`src/rtl/vlcp_pkg.sv`:
```
// Shared constants, codes and types for the variable-length code chunk packer.
`timescale 1ns / 1ps

package vlcp_pkg;

    // Field widths fixed by the item format.
    localparam int MODE_W  = 1;
    localparam int CODE_W  = 32;
    localparam int LEN_W   = 6;
    localparam int FILL_W  = 12;
    localparam int WORD_W  = 64;
    localparam int OFF_W   = 6;
    localparam int SHIFT_W = WORD_W + CODE_W;

    // Input item modes.
    localparam logic [MODE_W-1:0] MODE_APPEND = 1'b0;
    localparam logic [MODE_W-1:0] MODE_FINISH = 1'b1;

    // Result item kinds.
    localparam logic KIND_HEADER = 1'b0;
    localparam logic KIND_DATA   = 1'b1;

    // One input item as held in the input register.
    typedef struct packed {
        logic [MODE_W-1:0] mode;
        logic [CODE_W-1:0] code_value;
        logic [LEN_W-1:0]  code_length;
    } t_in_item;

    // One result item as held in the output register.
    typedef struct packed {
        logic              kind;
        logic [FILL_W-1:0] used_bits;
        logic [WORD_W-1:0] data_word;
        logic              last;
    } t_out_item;

    // Hand-off of a finished chunk from the packing stage to the emitter.
    typedef struct packed {
        logic              load;
        logic [FILL_W-1:0] fill;
    } t_emit_ctl;

endpackage

```
`src/rtl/vlcp_in_if.sv`:
```
// Input channel of the chunk packer: one code or finish request per transaction.
`timescale 1ns / 1ps

interface vlcp_in_if;
    logic                        valid;
    logic                        ready;
    logic [vlcp_pkg::MODE_W-1:0] mode;
    logic [vlcp_pkg::CODE_W-1:0] code_value;
    logic [vlcp_pkg::LEN_W-1:0]  code_length;

    modport source (output valid, output mode, output code_value, output code_length,
                    input ready);
    modport sink   (input valid, input mode, input code_value, input code_length,
                    output ready);
endinterface

```
`src/rtl/vlcp_out_if.sv`:
```
// Output channel of the chunk packer: one header or data word per transaction.
`timescale 1ns / 1ps

interface vlcp_out_if;
    logic                        valid;
    logic                        ready;
    logic                        kind;
    logic [vlcp_pkg::FILL_W-1:0] used_bits;
    logic [vlcp_pkg::WORD_W-1:0] data_word;
    logic                        last;

    modport source (output valid, output kind, output used_bits, output data_word,
                    output last, input ready);
    modport sink   (input valid, input kind, input used_bits, input data_word,
                    input last, output ready);
endinterface

```
`src/rtl/vlcp_emitter.sv`:
```
// Chunk emitter: holds a snapshot of a finished chunk and sends header and data words.
`timescale 1ns / 1ps

module vlcp_emitter #(
    parameter int CHUNK_WORDS = 4
) (
    input  logic                        i_clk,
    input  logic                        i_rst_n,
    input  vlcp_pkg::t_emit_ctl         i_ctl,
    input  logic [vlcp_pkg::WORD_W-1:0] i_chunk [CHUNK_WORDS],
    output logic                        o_busy,
    vlcp_out_if.source                  o_out
);
    import vlcp_pkg::*;

    localparam int CNT_W = $clog2(CHUNK_WORDS + 1);

    logic [WORD_W-1:0] r_snap [CHUNK_WORDS];
    logic [FILL_W-1:0] r_snap_fill;
    logic              r_busy;
    logic              r_hdr;
    logic [CNT_W-1:0]  r_left;
    logic              r_out_valid;
    t_out_item         r_out;
    t_out_item         n_out;
    logic              out_free;
    logic              step;

    // The output register takes a new item when it is empty or being drained.
    assign out_free = !r_out_valid || o_out.ready;
    assign step     = r_busy && out_free;

    // Header first, then the words from the head of the snapshot.
    always_comb begin
        n_out = '0;
        if (r_hdr) begin
            n_out.kind      = KIND_HEADER;
            n_out.used_bits = r_snap_fill;
        end else begin
            n_out.kind      = KIND_DATA;
            n_out.data_word = r_snap[0];
            n_out.last      = (r_left == CNT_W'(1));
        end
    end

    // Snapshot payload: loaded whole, then shifted down one word per data result.
    always_ff @(posedge i_clk) begin
        if (i_ctl.load) begin
            r_snap      <= i_chunk;
            r_snap_fill <= i_ctl.fill;
        end else if (step && !r_hdr) begin
            for (int w = 0; w < CHUNK_WORDS - 1; w++) begin
                r_snap[w] <= r_snap[w + 1];
            end
        end
        if (step) begin
            r_out <= n_out;
        end
    end

    // Sequencer and output valid.
    always_ff @(posedge i_clk) begin
        if (!i_rst_n) begin
            r_busy      <= 1'b0;
            r_hdr       <= 1'b0;
            r_left      <= '0;
            r_out_valid <= 1'b0;
        end else begin
            if (out_free) begin
                r_out_valid <= step;
            end
            if (i_ctl.load) begin
                r_busy <= 1'b1;
                r_hdr  <= 1'b1;
                r_left <= CNT_W'(CHUNK_WORDS);
            end else if (step) begin
                if (r_hdr) begin
                    r_hdr <= 1'b0;
                end else begin
                    r_left <= r_left - CNT_W'(1);
                    if (r_left == CNT_W'(1)) begin
                        r_busy <= 1'b0;
                    end
                end
            end
        end
    end

    assign o_busy          = r_busy;
    assign o_out.valid     = r_out_valid;
    assign o_out.kind      = r_out.kind;
    assign o_out.used_bits = r_out.used_bits;
    assign o_out.data_word = r_out.data_word;
    assign o_out.last      = r_out.last;

endmodule

```
`src/rtl/variable_length_code_chunk_packer.sv`:
```
// Top level of the variable-length code chunk packer.
//
//   port   | direction | transaction
//   -------+-----------+--------------------------------------------------
//   i_in   | sink      | one code (mode, code_value, code_length) or finish
//   o_out  | source    | one chunk header or one 64-bit chunk data word
//
// An input transaction can be taken every cycle unless a flush waits for a busy
// emitter; a code is registered, then merged into the chunk buffer. A flush
// copies the buffer into the emitter, which sends CHUNK_BYTES/8 + 1 results at
// one per cycle, paced by the output port. A second flush waits until that
// emitter is free. Its header passes the input, snapshot and output registers.
// Synchronous active-low reset clears the buffer, the fill count and the emitter.
`timescale 1ns / 1ps

module variable_length_code_chunk_packer #(
    parameter int CHUNK_BYTES  = 32,
    parameter int MAX_CODE_LEN = 32
) (
    input  logic       i_clk,
    input  logic       i_rst_n,
    vlcp_in_if.sink    i_in,
    vlcp_out_if.source o_out
);
    import vlcp_pkg::*;

    localparam int CHUNK_WORDS = CHUNK_BYTES / 8;
    localparam int CHUNK_BITS  = CHUNK_BYTES * 8;
    localparam int LEN_LIMIT   = (MAX_CODE_LEN < CODE_W) ? MAX_CODE_LEN : CODE_W;
    localparam int IDX_W       = FILL_W - OFF_W;

    logic              r_in_valid;
    t_in_item          r_in;
    logic [WORD_W-1:0] r_buf [CHUNK_WORDS];
    logic [FILL_W-1:0] r_fill;
    logic [WORD_W-1:0] n_buf [CHUNK_WORDS];
    logic [FILL_W-1:0] n_fill;

    logic               is_finish;
    logic               is_nop;
    logic               do_append;
    logic [LEN_W-1:0]   len_sat;
    logic [CODE_W-1:0]  code_mask;
    logic [CODE_W-1:0]  code_bits;
    logic [FILL_W:0]    fill_sum;
    logic               need_flush;
    logic               proc;
    logic [FILL_W-1:0]  base_fill;
    logic [IDX_W-1:0]   word_idx;
    logic [IDX_W:0]     word_idx_hi;
    logic [OFF_W-1:0]   bit_off;
    logic [SHIFT_W-1:0] shifted;
    logic [FILL_W:0]    base_sum;
    t_emit_ctl          emit_ctl;
    logic               emit_busy;

    // Decode the registered item: saturate the length and mask stray code bits.
    always_comb begin
        is_finish  = (r_in.mode == MODE_FINISH);
        len_sat    = (r_in.code_length > LEN_W'(LEN_LIMIT)) ? LEN_W'(LEN_LIMIT)
                                                            : r_in.code_length;
        is_nop     = !is_finish && (len_sat == '0);
        do_append  = !is_finish && !is_nop;
        code_mask  = CODE_W'((33'(1) << len_sat) - 33'(1));
        code_bits  = r_in.code_value & code_mask;
        fill_sum   = {1'b0, r_fill} + (FILL_W + 1)'(len_sat);
        need_flush = is_finish || (do_append && (fill_sum > (FILL_W + 1)'(CHUNK_BITS)));
    end

    // The item is consumed unless it needs the emitter while that is still busy.
    assign proc       = r_in_valid && (!need_flush || !emit_busy);
    assign i_in.ready = !r_in_valid || proc;

    // Position of the code in the (possibly freshly cleared) buffer.
    always_comb begin
        base_fill   = need_flush ? '0 : r_fill;
        word_idx    = base_fill[FILL_W-1:OFF_W];
        word_idx_hi = {1'b0, word_idx} + (IDX_W + 1)'(1);
        bit_off     = base_fill[OFF_W-1:0];
        shifted     = SHIFT_W'(code_bits) << bit_off;
        base_sum    = {1'b0, base_fill} + (FILL_W + 1)'(len_sat);
        if (is_finish) begin
            n_fill = '0;
        end else if (is_nop) begin
            n_fill = r_fill;
        end else begin
            n_fill = base_sum[FILL_W-1:0];
        end
    end

    // Each buffer word takes the low part, or the spill-over, of the shifted code.
    for (genvar w = 0; w < CHUNK_WORDS; w++) begin : g_lane
        always_comb begin
            n_buf[w] = need_flush ? '0 : r_buf[w];
            if (do_append && (word_idx == IDX_W'(w))) begin
                n_buf[w] = n_buf[w] | shifted[WORD_W-1:0];
            end
            if (do_append && (word_idx_hi == (IDX_W + 1)'(w))) begin
                n_buf[w] = n_buf[w] | WORD_W'(shifted[SHIFT_W-1:WORD_W]);
            end
        end
    end

    // Input register payload.
    always_ff @(posedge i_clk) begin
        if (i_in.valid && i_in.ready) begin
            r_in.mode        <= i_in.mode;
            r_in.code_value  <= i_in.code_value;
            r_in.code_length <= i_in.code_length;
        end
    end

    // Input valid, chunk buffer and fill count.
    always_ff @(posedge i_clk) begin
        if (!i_rst_n) begin
            r_in_valid <= 1'b0;
            r_fill     <= '0;
            for (int w = 0; w < CHUNK_WORDS; w++) begin
                r_buf[w] <= '0;
            end
        end else begin
            if (i_in.valid && i_in.ready) begin
                r_in_valid <= 1'b1;
            end else if (proc) begin
                r_in_valid <= 1'b0;
            end
            if (proc) begin
                r_buf  <= n_buf;
                r_fill <= n_fill;
            end
        end
    end

    // Hand the current chunk to the emitter on a flush.
    assign emit_ctl.load = proc && need_flush;
    assign emit_ctl.fill = r_fill;

    vlcp_emitter #(
        .CHUNK_WORDS (CHUNK_WORDS)
    ) u_emitter (
        .i_clk   (i_clk),
        .i_rst_n (i_rst_n),
        .i_ctl   (emit_ctl),
        .i_chunk (r_buf),
        .o_busy  (emit_busy),
        .o_out   (o_out)
    );

`ifndef NO_ASSERTIONS
    // A chunk is only handed over to an idle emitter.
    a_load_idle: assert property (@(posedge i_clk) disable iff (!i_rst_n)
        emit_ctl.load |-> !emit_busy)
        else $error("chunk handed to a busy emitter");

    // A handed-over chunk keeps the emitter busy in the next cycle.
    a_load_busy: assert property (@(posedge i_clk) disable iff (!i_rst_n)
        emit_ctl.load |=> emit_busy)
        else $error("emitter did not start on a chunk hand-over");

    // The fill count never passes the chunk size.
    a_fill_range: assert property (@(posedge i_clk) disable iff (!i_rst_n)
        ({1'b0, r_fill} <= (FILL_W + 1)'(CHUNK_BITS)))
        else $error("fill count beyond chunk size");

    // A finish leaves an empty buffer behind.
    a_finish_clear: assert property (@(posedge i_clk) disable iff (!i_rst_n)
        (proc && is_finish) |=> (r_fill == '0))
        else $error("finish did not clear the fill count");
`endif

endmodule

```
`src/flat_wrapper.sv`:
```
// flat-port wrapper written by rule: the top's interface ports become plain ports
module variable_length_code_chunk_packer_flat import vlcp_pkg::*;
#(
    parameter int CHUNK_BYTES  = 32,
    parameter int MAX_CODE_LEN = 32
)
  (i_clk, i_rst_n, i_in_valid, i_in_mode, i_in_code_value, i_in_code_length, i_in_ready, o_out_valid, o_out_kind, o_out_used_bits, o_out_data_word, o_out_last, o_out_ready);
  vlcp_in_if i_in_i ();
  vlcp_out_if o_out_i ();
  input  logic i_clk;
  input  logic i_rst_n;
  input wire logic [$bits(i_in_i.valid)-1:0] i_in_valid;
  input wire logic [$bits(i_in_i.mode)-1:0] i_in_mode;
  input wire logic [$bits(i_in_i.code_value)-1:0] i_in_code_value;
  input wire logic [$bits(i_in_i.code_length)-1:0] i_in_code_length;
  output wire logic [$bits(i_in_i.ready)-1:0] i_in_ready;
  output wire logic [$bits(o_out_i.valid)-1:0] o_out_valid;
  output wire logic [$bits(o_out_i.kind)-1:0] o_out_kind;
  output wire logic [$bits(o_out_i.used_bits)-1:0] o_out_used_bits;
  output wire logic [$bits(o_out_i.data_word)-1:0] o_out_data_word;
  output wire logic [$bits(o_out_i.last)-1:0] o_out_last;
  input wire logic [$bits(o_out_i.ready)-1:0] o_out_ready;
  assign i_in_i.valid = i_in_valid;
  assign i_in_i.mode = i_in_mode;
  assign i_in_i.code_value = i_in_code_value;
  assign i_in_i.code_length = i_in_code_length;
  assign i_in_ready = i_in_i.ready;
  assign o_out_valid = o_out_i.valid;
  assign o_out_kind = o_out_i.kind;
  assign o_out_used_bits = o_out_i.used_bits;
  assign o_out_data_word = o_out_i.data_word;
  assign o_out_last = o_out_i.last;
  assign o_out_i.ready = o_out_ready;
  variable_length_code_chunk_packer #(.CHUNK_BYTES(CHUNK_BYTES), .MAX_CODE_LEN(MAX_CODE_LEN)) u_core (.i_clk(i_clk), .i_rst_n(i_rst_n), .i_in(i_in_i), .o_out(o_out_i));
endmodule
```
`config.mk`:
```
export PLATFORM = sky130hd
export DESIGN_NAME = variable_length_code_chunk_packer_flat
export DESIGN_NICKNAME = d
export VERILOG_FILES = /design/src/rtl/vlcp_pkg.sv /design/src/rtl/vlcp_in_if.sv /design/src/rtl/vlcp_out_if.sv /design/src/rtl/vlcp_emitter.sv /design/src/rtl/variable_length_code_chunk_packer.sv /design/src/flat_wrapper.sv
export SDC_FILE = /design/constraint.sdc
export NUM_CORES = 1
export LEC_CHECK = 0
export BUFFER_PORTS_ARGS = -buffer_cell sky130_fd_sc_hd__buf_2
export CAP_MARGIN = 5
export CORE_MARGIN = 5
export CORE_UTILIZATION = 50
export DETAILED_ROUTE_END_ITERATION = 12
export PLACE_DENSITY_LB_ADDON = 0.2
export SLEW_MARGIN = 10
export SYNTH_ARGS = -nofsm -noshare
export SYNTH_HDL_FRONTEND = slang
export SYNTH_SLANG_ARGS = --single-unit
export TNS_END_PERCENT = 30
```
`constraint.sdc`:
```
create_clock -name i_clk -period 21.3 [get_ports i_clk]
set_clock_uncertainty 0.2 [all_clocks]
set_input_delay 2.13 -clock i_clk [delete_from_list [all_inputs] [get_ports i_clk]]
set_output_delay 2.13 -clock i_clk [all_outputs]
set_load 0.02 [all_outputs]
```
# Word-level counts from Yosys, hierarchy flattened
# Index checks and enable logic that the tools add are counted.
# totals
ff_bits	660
latchBits	0
ramBits	0
rom_bits	0
input_bits	43
wordCells	121
n_memories	0
# classes
addsub	5
multipliers	0
div_mod_pow	0
magnitude_cmp	2
eq_ne	9
n_shift	2
muxes	30
bitwise_logic	11
n_reduce_logical	39
# ops
operator	count
two-way mux 64 bit	12
two-way mux 192 bit	2
OR 64 x 32 -> 64 bit	4
OR 64 bit	4
<< shifter 32 x 6 -> 96 bit	1
two-way mux 12 bit	3
bitwise AND 32 bit	1
<< shifter 1 x 6 -> 32 bit (first input constant)	1
subtractor 32 x 2 -> 32 bit (second input constant)	1
logical AND 1 bit	16
equality test 7 x 2 -> 1 bit (second input constant)	2
adder 12 x 6 -> 13 bit	1
greater-than comparator 13 x 9 -> 1 bit (second input constant)	1
adder 12 x 6 -> 12 bit	1
equality test 6 x 2 -> 1 bit (second input constant)	2
logical NOT 6 bit	2
two-way mux 1 bit	9
two-way mux 3 bit	3
nonzero test 2 bit	4
adder 6 x 1 -> 7 bit (second input constant)	1
equality test 7 x 1 -> 1 bit (second input constant)	1
logical NOT 1 bit	7
logical NOT 7 bit	1
equality test 6 x 1 -> 1 bit (second input constant)	1
10 further kinds	17

# Longest topological paths before layout
# depth
depth_word	14
depth_mapped	24
depth_no_buf	21

# Hierarchy
# Synthesis repeated with hierarchy kept, for this count alone.
# hier_totals
hier_cells	2731
area_unflattened_um2	31129.9
# modules_own_cells
mod	instances	cells_per_inst	area_per_inst_um2	seq_area_each_um2
variable_length_code_chunk_packer	1	2053	17146.4	6556.3
vlcp_emitter	1	678	13983.4	10510.1

# Worst setup path after synthesis
# Ideal clock, no wire load.
# synth_timing
kind	input-to-reg
start	in o_out_ready
end	reg u_core.u_emitter.r_snap[100] (netlist bit) (enable)
setup_time_ns	1.009
arrival_ns	15.752
required_ns	20.091
path_slack_ns	4.339
stages	3
path_buffers	0
cell_sequence	nor2b_1 -> nand2b_1 -> o21ai_0
# synth_between
elab_chain_len	4
# synth_rtl
item	line_no	rtl
from (decl)	flat_wrapper.sv:22	input wire logic [$bits(o_out_i.ready)-1:0] o_out_ready;
logical OR 1 bit	vlcp_emitter.sv:30	assign out_free = !r_out_valid || o_out.ready;
logical AND 1 bit	vlcp_emitter.sv:31	assign step = r_busy && out_free;
logical AND 1 bit	vlcp_emitter.sv:51	end else if (step && !r_hdr) begin
nonzero test 2 bit (no source line)	n/a	
to (signal assigned)	vlcp_emitter.sv:49	r_snap <= i_chunk;
to (signal, indexed assignment)	vlcp_emitter.sv:53	r_snap[w] <= r_snap[w + 1];
to (decl)	vlcp_emitter.sv:18	logic [WORD_W-1:0] r_snap [CHUNK_WORDS];
# Every way passes these cells.
# A chain may end at the register's enable or synchronous reset.

# Worst setup path after layout
# layout_timing
start	reg u_core.r_in[1] (netlist bit)
end	reg u_core.u_emitter.r_snap[105] (netlist bit) (enable)
# layout_between
elab_chain_len	13
word_cells_on_any_way	15
# layout_rtl
item	line_no	rtl
from (decl)	variable_length_code_chunk_packer.sv:33	t_in_item r_in;
greater-than comparator 6 bit	variable_length_code_chunk_packer.sv:60	len_sat = (r_in.code_length > LEN_W'(LEN_LIMIT)) ? LEN_W'(LEN_LIMIT)
two-way mux 6 bit *	variable_length_code_chunk_packer.sv:60	
branches (longest 4 deep; another with adder 12 x 6 -> 13 bit)	n/a	
logical AND 1 bit *	variable_length_code_chunk_packer.sv:67	need_flush = is_finish || (do_append && (fill_sum > (FILL_W + 1)'(CHUNK_BITS)));
logical OR 1 bit *	variable_length_code_chunk_packer.sv:67	
logical NOT 1 bit	variable_length_code_chunk_packer.sv:71	assign proc = r_in_valid && (!need_flush || !emit_busy);
logical OR 1 bit	variable_length_code_chunk_packer.sv:71	
logical AND 1 bit	variable_length_code_chunk_packer.sv:71	
logical AND 1 bit *	variable_length_code_chunk_packer.sv:135	assign emit_ctl.load = proc && need_flush;
nonzero test 2 bit (no source line) *	n/a	
# Mark *: on every way between the ends.

==> impl_metrics.csv <==
group,metric,value,unit
status,outcome,"finished clean",
synth,synth_top_cell_by_area,"edfxtp_1",
hold_path,hp-class,"register to register",
floorplan,initial_core_util,50.23,%
synth,yosys_warnings,0,
synth,synth_area_leaders,"edfxtp_1 38%, dfxtp_1 18%, nand2_1 10%, o21ai_0 2.6%, a22oi_1 2.0%",
floorplan,core-area,0.06013,mm^2
synth,synth_top_family_by_area,"simple AND/OR/NAND/NOR gates",
grt,grt_pass1_vias,23195,
synth,synth_fa_ha_area_share,0.7374,%
synth,synthMuxAreaShare,1.404,%
worst_setup_path,endpoint_kind,"register",
run,cap_violations,0,
synth,synth_flop_cell,"edfxtp_1",
cts,cts_sinks,660,
worst_setup_path,rr_worst_depth,18,
synth,ys_types,113,
grt,overflow,0,
sta,fmax,141.3,MHz
cts,cts_max_level,3,
synth,yosys-top-cells-count,"834 x nand2_1, 385 x edfxtp_1, 275 x dfxtp_1",
cts,cts_tree,"built",
finish,final_layout_size_suffix_gt1_share,12.10,%
cts,clkLatencyLatePin,0.61,ns
cts,clock_path_buffers,3,
finish,synthToLayoutAreaGrowth,11.03,%
worst_setup_path,regToRegSetupSlack,14.22,ns
synth,yosys.area_share.simple,19.17,%
sta,period_needed,7.076,ns
grt,antenna_found_initial,0,
detailed_routing,vias,24530,
sta,tightest_slew,1.295,ns
cts,hold_buffers,0,
finish,fin_nets,3142,
finish,layoutNonFillerInstCount,3922,
place,dp_hpwl,63040,um
synth,yosysMostFrequentCell,"nand2_1",
synth,syn_area,0.03020,mm^2
grt,grt_first_pass_wirelength,144300,um
floorplan,ios,123,
power,power.leakage,0.01255,uW
synth,synth_edf_count,385,
sta,setup_violations,0,
floorplan,die_x,255.8,um
finish,antennaDiodeCount,0,
place,dpl.cell_count,3794,
worst_setup_path,required,21.31,ns
hold_path,holdPathStages,0,
worst_setup_path,cp_data_arrival_time,7.09,ns
cts,cts_buffers,70,
floorplan,dieArea,0.06542,mm^2
synth,synth_compound_area_share,18.23,%
detailed_routing,wl_per_cell,24.16,um
detailed_routing,via_per_inst,6.254,
synth,synth_top_area_share,38.28,%
synth,netlist_instances,3051,
cts,ctsResizeCount,0,
power,p_per_area,86.22,mW/mm^2
worst_setup_path,startpoint_type,"register",
place,io_buffers,122,
detailed_routing,drc,0,
detailed_routing,drtIter0Drc,3229,
detailed_routing,ant_nets,0,
sta,relSlewSlack,13.20,%
synth,synth.ff_latch_count,660,
sta,final_hold_viol_count,0,
cts,root_buffer,"clkbuf_16",
sta,maxSlewViolCount,0,
synth,syn_avg_cell_area,9.899,um^2
synth,seq_area_frac_synth,56.51,%
place,gp_congestion,0.9558,
detailed_routing,firstDrtPassIters,8,
synth,async_flop_share,0,%
detailed_routing,postRouteWirelength,94750,um
worst_setup_path,setup.worst_path.class,"register to register",
cts,clk_pin_slew_worst_paths,0.06,ns
sta,fin_tns_setup,0,ns
sta,rsz0062_at_grt,"no",
floorplan,num_rows,90,
synth,syn-num-nets,3109,
sta,period_share,33.22,%
grt,grt.total_usage,27.88,%
synth,synthXorXnorAreaFrac,0.3770,%
cts,cts_setup_buffers,0,
floorplan,dieHeight,255.8,um
power,ir_worst_vdd,0.00005497,V
grt,grt_max_degree,95,
worst_setup_path,crit_path_max_fanout,86,
[critical path, stage by stage, from the launching register on]
cell	delay, ns
edfxtp_1	0.83
nand2b_1	0.25
inv_1	0.17
ha_1	0.26
a211o_1	0.33
a31oi_1	0.19
a311oi_2	0.16
o21bai_1	0.28
a211o_1	0.31
nand3_2	0.09
buf_4	0.31
nand2_1	0.15
and2_1	0.13
buf_4	0.49
nand2_4	0.19
buf_4	0.43
o21ai_4	0.31
buf_4	0.54
buf_4	0.80
[power breakdown]
part           switching, uW  internal, uW
Clock                    498           679
Sequential              17.7          1410
Combinational            212          73.7
[registers in the layout, indices dropped and copies added, names as in the netlist]
name / cells
u_core.r_buf: 256
u_core.u_emitter.o_out.kind: 1
u_core.u_emitter.o_out.used_bits: 12
u_core.r_in_valid: 1
u_core.u_emitter.r_hdr: 1
u_core.u_emitter.r_left: 3
u_core.r_in: 38
u_core.u_emitter.r_snap_fill: 12
u_core.u_emitter.o_out.data_word: 64
u_core.u_emitter.o_out.valid: 1
u_core.u_emitter.r_snap: 256
u_core.u_emitter.o_busy: 1
u_core.is_finish: 1
u_core.u_emitter.o_out.last: 1
u_core.r_fill: 12
[metal layers]
layer | part of all wire [%] | track usage [%] | routed length, um | vias up
met5 | 0 | 0 | 0 | -
met4 | 3.5 | 9.670 | 3290 | 0
met3 | 8.7 | 4.725 | 8197 | 208
met1 | 43 | 39.76 | 40390 | 11945
met2 | 45 | 43.53 | 42880 | 1247
li1 | - | - | - | 11130
[metrics by stage]
stage / total power (uW) / hold slack [ns] / util, % / cell area [um^2] / worst slack, ns
2_1_floorplan: 1653 / 0.2029 / - / 30200 / 4.339
3_3_place_gp: 1731 / 0.2117 / 52.09 / 31320 / 14.47
3_5_place_dp: 1736 / 0.2164 / 52.09 / 31320 / 14.30
4_1_cts: 2906 / 0.2247 / 55.77 / 33530 / 14.29
5_1_grt: 2987 / 0.2410 / 55.77 / 33530 / 13.77
6_report: 2891 / 0.2198 / 55.77 / 33530 / 14.22
[area by class of cell]
| cell class | instances | area [um^2] |
|---|---|---|
| Inverter | 37 | 147.6 |
| Clock inverter | 26 | 176.4 |
| Tap cell | 782 | 978.4 |
| Fill cell | 5296 | 26600 |
| Clock buffer | 102 | 2037 |
| Sequential cell | 660 | 17070 |
| Timing Repair Buffer | 176 | 1016 |
| Multi-Input combinational cell | 2139 | 12110 |
[logic make-up after synthesis]
family | count (synthesis)
AND/OR/NAND/NOR | 1295
AO/OA/AOI/OAI | 776
flip-flops | 660
buffers and inverters | 252
multiplexers | 38
adder cells (fa/ha/maj) | 17
XOR/XNOR | 13
[cell usage in the layout (no fill, tap or decap), types with 37 or more instances in the layout]
master	Yosys	final
a21oi_1	99	98
a22o_1	53	53
a22oi_1	81	81
buf_2	51	122
buf_4	9	54
clkbuf_16	0	74
dfxtp_1	275	273
edfxtp_1	385	385
nand2_1	834	833
nor2_1	144	143
nor2b_1	76	76
nor3_1	37	37
o21ai_0	158	157
o21ai_1	37	37
o22ai_1	42	42
[worst paths after layout]
kind	start	end
max	u_core.r_in[1]	u_core.u_emitter.r_snap[105]
min	u_core.r_buf[34]	u_core.u_emitter.r_snap[34]
max reg2reg	u_core.r_in[1]	u_core.u_emitter.r_snap[105]
min reg2reg	u_core.r_buf[34]	u_core.u_emitter.r_snap[34]
Power figures use the tool's default switching activity.
